File: config.mk
export PLATFORM = sky130hd
export DESIGN_NAME = level_qualified_duty_pump_control_unit
export DESIGN_NICKNAME = d
export VERILOG_FILES = /design/src/hw/rtl/lqdp_pkg.sv /design/src/hw/rtl/level_qualified_duty_pump_control_unit.sv /design/src/hw/rtl/lqdp_level_qual.sv /design/src/hw/rtl/lqdp_pump_bank.sv
export SDC_FILE = /design/constraint.sdc
export NUM_CORES = 2
export LEC_CHECK = 0
export BUFFER_PORTS_ARGS = -buffer_cell sky130_fd_sc_hd__buf_4
export CELL_PAD_IN_SITES_DETAIL_PLACEMENT = 0
export CELL_PAD_IN_SITES_GLOBAL_PLACEMENT = 1
export CORE_MARGIN = 5
export CORE_UTILIZATION = 36
export CTS_CLUSTER_SIZE = 28
export DETAILED_ROUTE_END_ITERATION = 6
export PLACE_DENSITY_LB_ADDON = 0.1
export SYNTH_ARGS = -nofsm -noshare
export SYNTH_HDL_FRONTEND = slang
export SYNTH_SLANG_ARGS = --single-unit
File: constraint.sdc
create_clock -name clock -period 33.6 [get_ports clock]
set_clock_uncertainty 0.15 [all_clocks]
set_input_delay 1.68 -clock clock [delete_from_list [all_inputs] [get_ports clock]]
set_output_delay 1.68 -clock clock [all_outputs]
set_load 0.02 [all_outputs]
File: src/hw/rtl/lqdp_pkg.sv
// Shared types, codes and constants of the level-qualified duty pump control unit.
package lqdp_pkg;

   // Widths fixed by the item and register fields.
   localparam int TimeWidth        = 32;
   localparam int CsrDataWidth     = 32;
   localparam int CsrIndexWidth    = 2;
   localparam int DemandWidth      = 2;
   localparam int PumpCountDefault = 6;

   typedef logic [TimeWidth-1:0] time_type;

   // Register reset values.
   localparam time_type LevelDelayReset   = 32'd1000;
   localparam time_type StartupLimitReset = 32'd5000;

   // Level decision reported with every result item.
   typedef enum logic [DemandWidth-1:0] {
      DEMAND_STOP = 2'd0,
      DEMAND_RUN  = 2'd1,
      DEMAND_HOLD = 2'd2
   } demand_type;

   // Configuration register indexes.
   typedef enum logic [CsrIndexWidth-1:0] {
      CSR_LEVEL_DELAY   = 2'd0,
      CSR_STARTUP_LIMIT = 2'd1,
      CSR_DUTY_MASK     = 2'd2,
      CSR_PRESENT_MASK  = 2'd3
   } csr_index_type;

   // Qualification status of one float switch.
   typedef struct packed {
      logic qual_on;
      logic qual_off;
   } level_qual_type;

endpackage

File: src/hw/rtl/level_qualified_duty_pump_control_unit.sv
// Top level of the level-qualified duty pump control unit.
//
// Each tick item carries a millisecond time, the low and high float switch
// levels and the running feedback of each pump, and produces exactly one
// result item: the pump enable mask after the tick, the start-fault mask and
// the level decision (stop all, run duty, hold). An accepted item goes into an
// input register, is evaluated by the switch trackers and the pump lanes, and
// lands in the result register, so the unit takes one item per cycle while
// rsp_ready keeps the result register draining. The result register lets the
// next item be taken while a finished result waits. The user must write
// configuration through the csr_ port only while no item is in flight; the
// unit does not enforce this, and there is no clearing pass after reset.
module level_qualified_duty_pump_control_unit #(
   parameter int PUMP_COUNT = lqdp_pkg::PumpCountDefault
) (
   input  logic                                  clock,
   input  logic                                  reset,
   // Tick items
   input  logic                                  req_valid,
   output logic                                  req_ready,
   input  logic [lqdp_pkg::TimeWidth-1:0]        req_now_ms,
   input  logic                                  req_low_switch_on,
   input  logic                                  req_high_switch_on,
   input  logic [PUMP_COUNT-1:0]                 req_running_mask,
   // Result items
   output logic                                  rsp_valid,
   input  logic                                  rsp_ready,
   output logic [PUMP_COUNT-1:0]                 rsp_enable_mask,
   output logic [PUMP_COUNT-1:0]                 rsp_start_fault_mask,
   output logic [lqdp_pkg::DemandWidth-1:0]      rsp_demand,
   // Configuration writes
   input  logic                                  csr_write,
   input  logic [lqdp_pkg::CsrIndexWidth-1:0]    csr_index,
   input  logic [lqdp_pkg::CsrDataWidth-1:0]     csr_data
);

   // Configuration registers.
   lqdp_pkg::time_type    level_delay_ff;
   lqdp_pkg::time_type    startup_limit_ff;
   logic [PUMP_COUNT-1:0] duty_mask_ff;
   logic [PUMP_COUNT-1:0] present_mask_ff;

   // Input register.
   logic                  in_valid_ff;
   logic                  in_valid_in;
   lqdp_pkg::time_type    now_ff;
   logic                  low_on_ff;
   logic                  high_on_ff;
   logic [PUMP_COUNT-1:0] running_ff;

   // Result register.
   logic                  out_valid_ff;
   logic                  out_valid_in;
   logic [PUMP_COUNT-1:0] enable_ff;
   logic [PUMP_COUNT-1:0] fault_ff;
   lqdp_pkg::demand_type  demand_ff;

   logic                     req_fire;
   logic                     advance;
   lqdp_pkg::level_qual_type low_qual;
   lqdp_pkg::level_qual_type high_qual;
   lqdp_pkg::demand_type     demand;
   logic [PUMP_COUNT-1:0]    enable_next;
   logic [PUMP_COUNT-1:0]    fault_next;

   // Configuration write decode.
   always_ff @(posedge clock) begin
      if (reset) begin
         level_delay_ff   <= lqdp_pkg::LevelDelayReset;
         startup_limit_ff <= lqdp_pkg::StartupLimitReset;
         duty_mask_ff     <= '0;
         present_mask_ff  <= '0;
      end else if (csr_write) begin
         case (lqdp_pkg::csr_index_type'(csr_index))
            lqdp_pkg::CSR_LEVEL_DELAY: begin
               level_delay_ff <= csr_data[lqdp_pkg::TimeWidth-1:0];
            end
            lqdp_pkg::CSR_STARTUP_LIMIT: begin
               startup_limit_ff <= csr_data[lqdp_pkg::TimeWidth-1:0];
            end
            lqdp_pkg::CSR_DUTY_MASK: begin
               duty_mask_ff <= csr_data[PUMP_COUNT-1:0];
            end
            lqdp_pkg::CSR_PRESENT_MASK: begin
               present_mask_ff <= csr_data[PUMP_COUNT-1:0];
            end
            default: begin
            end
         endcase
      end
   end

   // Handshake: the held item moves on when the result register is free or
   // being emptied this cycle.
   always_comb begin
      advance      = in_valid_ff && (!out_valid_ff || rsp_ready);
      req_ready    = !in_valid_ff || advance;
      req_fire     = req_valid && req_ready;
      in_valid_in  = req_fire || (in_valid_ff && !advance);
      out_valid_in = advance || (out_valid_ff && !rsp_ready);
   end

   always_ff @(posedge clock) begin
      if (reset) begin
         in_valid_ff  <= 1'b0;
         out_valid_ff <= 1'b0;
      end else begin
         in_valid_ff  <= in_valid_in;
         out_valid_ff <= out_valid_in;
      end
   end

   // Capture an accepted item.
   always_ff @(posedge clock) begin
      if (req_fire) begin
         now_ff     <= req_now_ms;
         low_on_ff  <= req_low_switch_on;
         high_on_ff <= req_high_switch_on;
         running_ff <= req_running_mask;
      end
   end

   // Switch trackers.
   lqdp_level_qual u_low_qual (
      .clock          (clock),
      .reset          (reset),
      .advance        (advance),
      .now_ms         (now_ff),
      .switch_on      (low_on_ff),
      .level_delay_ms (level_delay_ff),
      .qual           (low_qual)
   );

   lqdp_level_qual u_high_qual (
      .clock          (clock),
      .reset          (reset),
      .advance        (advance),
      .now_ms         (now_ff),
      .switch_on      (high_on_ff),
      .level_delay_ms (level_delay_ff),
      .qual           (high_qual)
   );

   // Level decision from both switches.
   always_comb begin
      if (low_qual.qual_off && high_qual.qual_off) begin
         demand = lqdp_pkg::DEMAND_STOP;
      end else if (low_qual.qual_on && high_qual.qual_on) begin
         demand = lqdp_pkg::DEMAND_RUN;
      end else begin
         demand = lqdp_pkg::DEMAND_HOLD;
      end
   end

   // Pump lanes.
   lqdp_pump_bank #(
      .PUMP_COUNT (PUMP_COUNT)
   ) u_pump_bank (
      .clock            (clock),
      .reset            (reset),
      .advance          (advance),
      .now_ms           (now_ff),
      .demand           (demand),
      .duty_mask        (duty_mask_ff),
      .present_mask     (present_mask_ff),
      .running_mask     (running_ff),
      .startup_limit_ms (startup_limit_ff),
      .enable_mask      (enable_next),
      .start_fault_mask (fault_next)
   );

   // Result register.
   always_ff @(posedge clock) begin
      if (advance) begin
         enable_ff <= enable_next;
         fault_ff  <= fault_next;
         demand_ff <= demand;
      end
   end

   assign rsp_valid            = out_valid_ff;
   assign rsp_enable_mask      = enable_ff;
   assign rsp_start_fault_mask = fault_ff;
   assign rsp_demand           = demand_ff;

endmodule

File: src/hw/rtl/lqdp_level_qual.sv
// Float switch tracker: last on and off times and the qualified level.
module lqdp_level_qual (
   input  logic                     clock,
   input  logic                     reset,
   input  logic                     advance,
   input  lqdp_pkg::time_type       now_ms,
   input  logic                     switch_on,
   input  lqdp_pkg::time_type       level_delay_ms,
   output lqdp_pkg::level_qual_type qual
);

   lqdp_pkg::time_type last_on_ff;
   lqdp_pkg::time_type last_on_in;
   lqdp_pkg::time_type last_off_ff;
   lqdp_pkg::time_type last_off_in;
   lqdp_pkg::time_type since_on;
   lqdp_pkg::time_type since_off;

   // Elapsed times use the stored opposite level, so the update of this item
   // never feeds its own decision. Subtraction wraps modulo 2^32.
   always_comb begin
      since_on     = now_ms - last_on_ff;
      since_off    = now_ms - last_off_ff;
      qual.qual_on  = switch_on && (since_off > level_delay_ms);
      qual.qual_off = !switch_on && (since_on > level_delay_ms);
   end

   // Record this item's time as the last time the switch was seen at its level.
   always_comb begin
      last_on_in  = last_on_ff;
      last_off_in = last_off_ff;
      if (advance) begin
         if (switch_on) begin
            last_on_in = now_ms;
         end else begin
            last_off_in = now_ms;
         end
      end
   end

   always_ff @(posedge clock) begin
      if (reset) begin
         last_on_ff  <= '0;
         last_off_ff <= '0;
      end else begin
         last_on_ff  <= last_on_in;
         last_off_ff <= last_off_in;
      end
   end

endmodule

File: src/hw/rtl/lqdp_pump_bank.sv
// Pump lanes: started flags, start times and start-fault detection.
module lqdp_pump_bank #(
   parameter int PUMP_COUNT = lqdp_pkg::PumpCountDefault
) (
   input  logic                     clock,
   input  logic                     reset,
   input  logic                     advance,
   input  lqdp_pkg::time_type       now_ms,
   input  lqdp_pkg::demand_type     demand,
   input  logic [PUMP_COUNT-1:0]    duty_mask,
   input  logic [PUMP_COUNT-1:0]    present_mask,
   input  logic [PUMP_COUNT-1:0]    running_mask,
   input  lqdp_pkg::time_type       startup_limit_ms,
   output logic [PUMP_COUNT-1:0]    enable_mask,
   output logic [PUMP_COUNT-1:0]    start_fault_mask
);

   logic [PUMP_COUNT-1:0] started_ff;
   logic [PUMP_COUNT-1:0] started_in;
   lqdp_pkg::time_type    start_time_ff [PUMP_COUNT];
   lqdp_pkg::time_type    start_time_in [PUMP_COUNT];
   lqdp_pkg::time_type    elapsed       [PUMP_COUNT];
   logic [PUMP_COUNT-1:0] run_lane;
   logic [PUMP_COUNT-1:0] stop_lane;

   // Each lane works alone: apply the demand, then check the start-up limit
   // against the updated start time.
   always_comb begin
      for (int i = 0; i < PUMP_COUNT; i++) begin
         run_lane[i]  = present_mask[i] && duty_mask[i] &&
                        (demand == lqdp_pkg::DEMAND_RUN);
         stop_lane[i] = present_mask[i] && (demand == lqdp_pkg::DEMAND_STOP);
         if (run_lane[i]) begin
            started_in[i] = 1'b1;
         end else if (stop_lane[i]) begin
            started_in[i] = 1'b0;
         end else begin
            started_in[i] = started_ff[i];
         end
         // A pump keeps its earlier start time while it stays started.
         if (run_lane[i] && !started_ff[i]) begin
            start_time_in[i] = now_ms;
         end else begin
            start_time_in[i] = start_time_ff[i];
         end
         elapsed[i]          = now_ms - start_time_in[i];
         start_fault_mask[i] = started_in[i] && !running_mask[i] &&
                               (elapsed[i] >= startup_limit_ms);
      end
      enable_mask = started_in;
   end

   // Started flags are control state and are cleared by reset.
   always_ff @(posedge clock) begin
      if (reset) begin
         started_ff <= '0;
      end else if (advance) begin
         started_ff <= started_in;
      end
   end

   // Start times are only read while the pump is started.
   always_ff @(posedge clock) begin
      if (advance) begin
         for (int i = 0; i < PUMP_COUNT; i++) begin
            start_time_ff[i] <= start_time_in[i];
         end
      end
   end

endmodule
==> flow_metrics.env <==
export IMPL_die_h_um=338.7
export IMPL_synth_top_area_share_pct=20.27
export IMPL_syn2layout_area_growth_pct=11.81
export IMPL_final_common_cell="ha_1"
export IMPL_firstDrtPassIters=5
export IMPL_antenna_found_initial=1
export IMPL_rows=120
export IMPL_setup_viol=0
export IMPL_register_area_sq_um=11630
export IMPL_slowest_delay_ns=0.66
export IMPL_cellPowerDensity_nw_per_um2=42.87
export IMPL_ff2ff_path_depth=54
export IMPL_drv_cap=0
export IMPL_root_buffer="clkbuf_16"
export IMPL_nFillCells=11030
export IMPL_pre_cts_ws_ns=20.04
export IMPL_post_route_drc_count=0
export IMPL_tightest_slew_ns=1.108
export IMPL_clk_pin_slew_ns=0.05
export IMPL_cp_slowest_cell="or4_2"
export IMPL_final_core_util_pct=40.57
export IMPL_grt_pass1_vias=30857
export IMPL_dr_total_vias=31006
export IMPL_grt_pass1_wl_um=179300
export IMPL_post_cts_buffers=0
export IMPL_clock_latency_ns=0.64
export IMPL_worstSetupStartpointType="register"
export IMPL_num_nets_final=5271
export IMPL_hold_violations=0
export IMPL_grt_max_degree=83
export IMPL_gp_congestion=0.8283
export IMPL_period_share_pct=40.09
export IMPL_min_path_type="reg2reg"
export IMPL_min_path_cells=2
export IMPL_crit_buf_inv=4
export IMPL_core_sq_um=107200
export IMPL_dr_first_iter_drc_count=1501
export IMPL_place_hpwl_um=85610
export IMPL_total_power_mw=1.864
export IMPL_slew_headroom_pct=24.21
export IMPL_rsz0062_at_grt="no"
export IMPL_grt_total_usage_pct=19.83
export IMPL_cp_max_fo=34
export IMPL_slew_violations=0
export IMPL_antenna_left=0
export IMPL_end_kind="register"
export IMPL_ys_warn_count=0
export IMPL_dieWidth_um=338.7
export IMPL_numCtsBuffers=66
export IMPL_status="completed"
export IMPL_initial_core_util_pct=36.28
export IMPL_setup_slack_ns=20.13
export IMPL_p_leak_nw=18.54
export IMPL_die_area_sq_um=114700
export IMPL_n_antenna_cell=0
export IMPL_cp_data_arrival_time_ns=13.67
export IMPL_setup_tns_ns=0
export IMPL_h_tree_depth=3
export IMPL_ir_drop_v=0.00003378
export IMPL_synthCells=4462
export IMPL_cts_tree="yes"
export IMPL_synth_seq_area_share_pct=29.90
export IMPL_wire_per_inst_um=19.42
export IMPL_path_depth=54
export IMPL_cts_hold_buf=0
export IMPL_synth_cell_types=76
export IMPL_synth_fp_nets=5181
export IMPL_multi_input_area_sq_um=25080
export IMPL_clock_fmax_mhz=74.23
export IMPL_yosys_most_used_dff="edfxtp_1"
export IMPL_worst_setup_path_type="reg2reg"
export IMPL_vias_per_cell=5.161
export IMPL_avgSynthCellArea_sq_um=8.717
export IMPL_netlist_area_sq_um=38890
export IMPL_cts_resized=0
export IMPL_whs_ns=0.3005
export IMPL_synth_area_leaders="ha_1 20%, edfxtp_1 19%, dfxtp_1 11%"
export IMPL_yosysTopAreaCell="ha_1"
export IMPL_final_cell_mix="630 x ha_1, 523 x nand2_1, 498 x a21oi_1, 466 x inv_1, 246 x edfxtp_1"
export IMPL_layout_drive_gt1_share_pct=6.732
export IMPL_routed_wl_um=116700
export IMPL_postSynth_asyncResetShare_pct=0
export IMPL_crit_top_cell="a21oi_1"
export IMPL_synth_edff_count=246
export IMPL_min_period_ns=13.47
export IMPL_synth_seq_cells=458
export IMPL_cts_buffer_depth=3
export IMPL_port_buffers=94
export IMPL_cp_top_family="compound AO/OA/AOI/OAI gates"
export IMPL_grt_overflow_total=0
export IMPL_io_pin_count=95
export IMPL_cp_required_ns=33.80
export IMPL_cts_sinks=458
## worst min-delay path, delay by kind of cell, from the launching register on
family | cells | cell delay, ns
flops | 1 | 0.30
simple gates | 1 | 0.05
compound gates | 1 | 0.05
## cell families after synthesis
logic type / Yosys count / synth area share (%)
xor+xnor: 286 / 6.440
compound gates: 1127 / 18.01
mux: 202 / 5.282
simple gates: 1154 / 13.83
buf+inv: 595 / 5.752
fa+ha+maj: 640 / 20.78
flops: 458 / 29.90
## metal layers
layer  GRT usage, %  share of wire, %  vias to the layer above
met5              0                 0                        -
met3          2.275               2.7                      140
met4          5.795               3.0                        0
met1          26.14                48                    14439
li1               -                 -                    16063
met2          34.27                46                      364
## layout make-up
type / instances / share of cell area, %
flip-flops and latches: 458 / 26.75
repair buffers: 150 / 2.598
well taps: 1403 / 4.036
clock buffers: 91 / 4.344
clock inverters: 30 / 0.5869
multi-input cells: 3409 / 57.66
inverters: 467 / 4.031
## synthesized netlist by cell type, types with 111 or more instances
cell type,instances
a21o_1,208
a21oi_1,498
clkbuf_1,111
dfxtp_1,212
edfxtp_1,246
ha_1,630
inv_1,466
mux2i_1,176
nand2_1,524
nor2_1,182
o21ai_0,142
xnor2_1,198
## per-stage QoR
step	instances	area (sq um)
after floorplan	4462	38890
after global placement	5887	41340
after detailed placement	5887	41340
after CTS	6008	43490
after global routing	6008	43490
final	6008	43490
## registers in the layout, summed over array words and instances, names as in the netlist, 32 cells and up
register	flops
startup_limit_ff	32
u_low_qual.last_on_ff	32
u_high_qual.last_off_ff	32
u_low_qual.last_off_ff	32
level_delay_ff	32
now_ff	32
u_pump_bank.start_time_ff	192
u_high_qual.last_on_ff	32
## where the power goes
part / internal (mW) / switching [mW] / total (mW)
sequential: 0.615 / 0.0100 / 0.625
combinational: 0.228 / 0.311 / 0.538
clock: 0.417 / 0.284 / 0.701
## final timing paths
path	from	endpoint	slack, ns
max	now_ff[0]	rsp_start_fault_mask[0]	20.13
min	u_low_qual.last_on_ff[24]	u_low_qual.last_on_ff[24]	0.30
max reg2reg	now_ff[0]	rsp_start_fault_mask[0]	20.13
min reg2reg	u_low_qual.last_on_ff[24]	u_low_qual.last_on_ff[24]	0.30
Note: power is estimated with default switching activity, not from simulation.
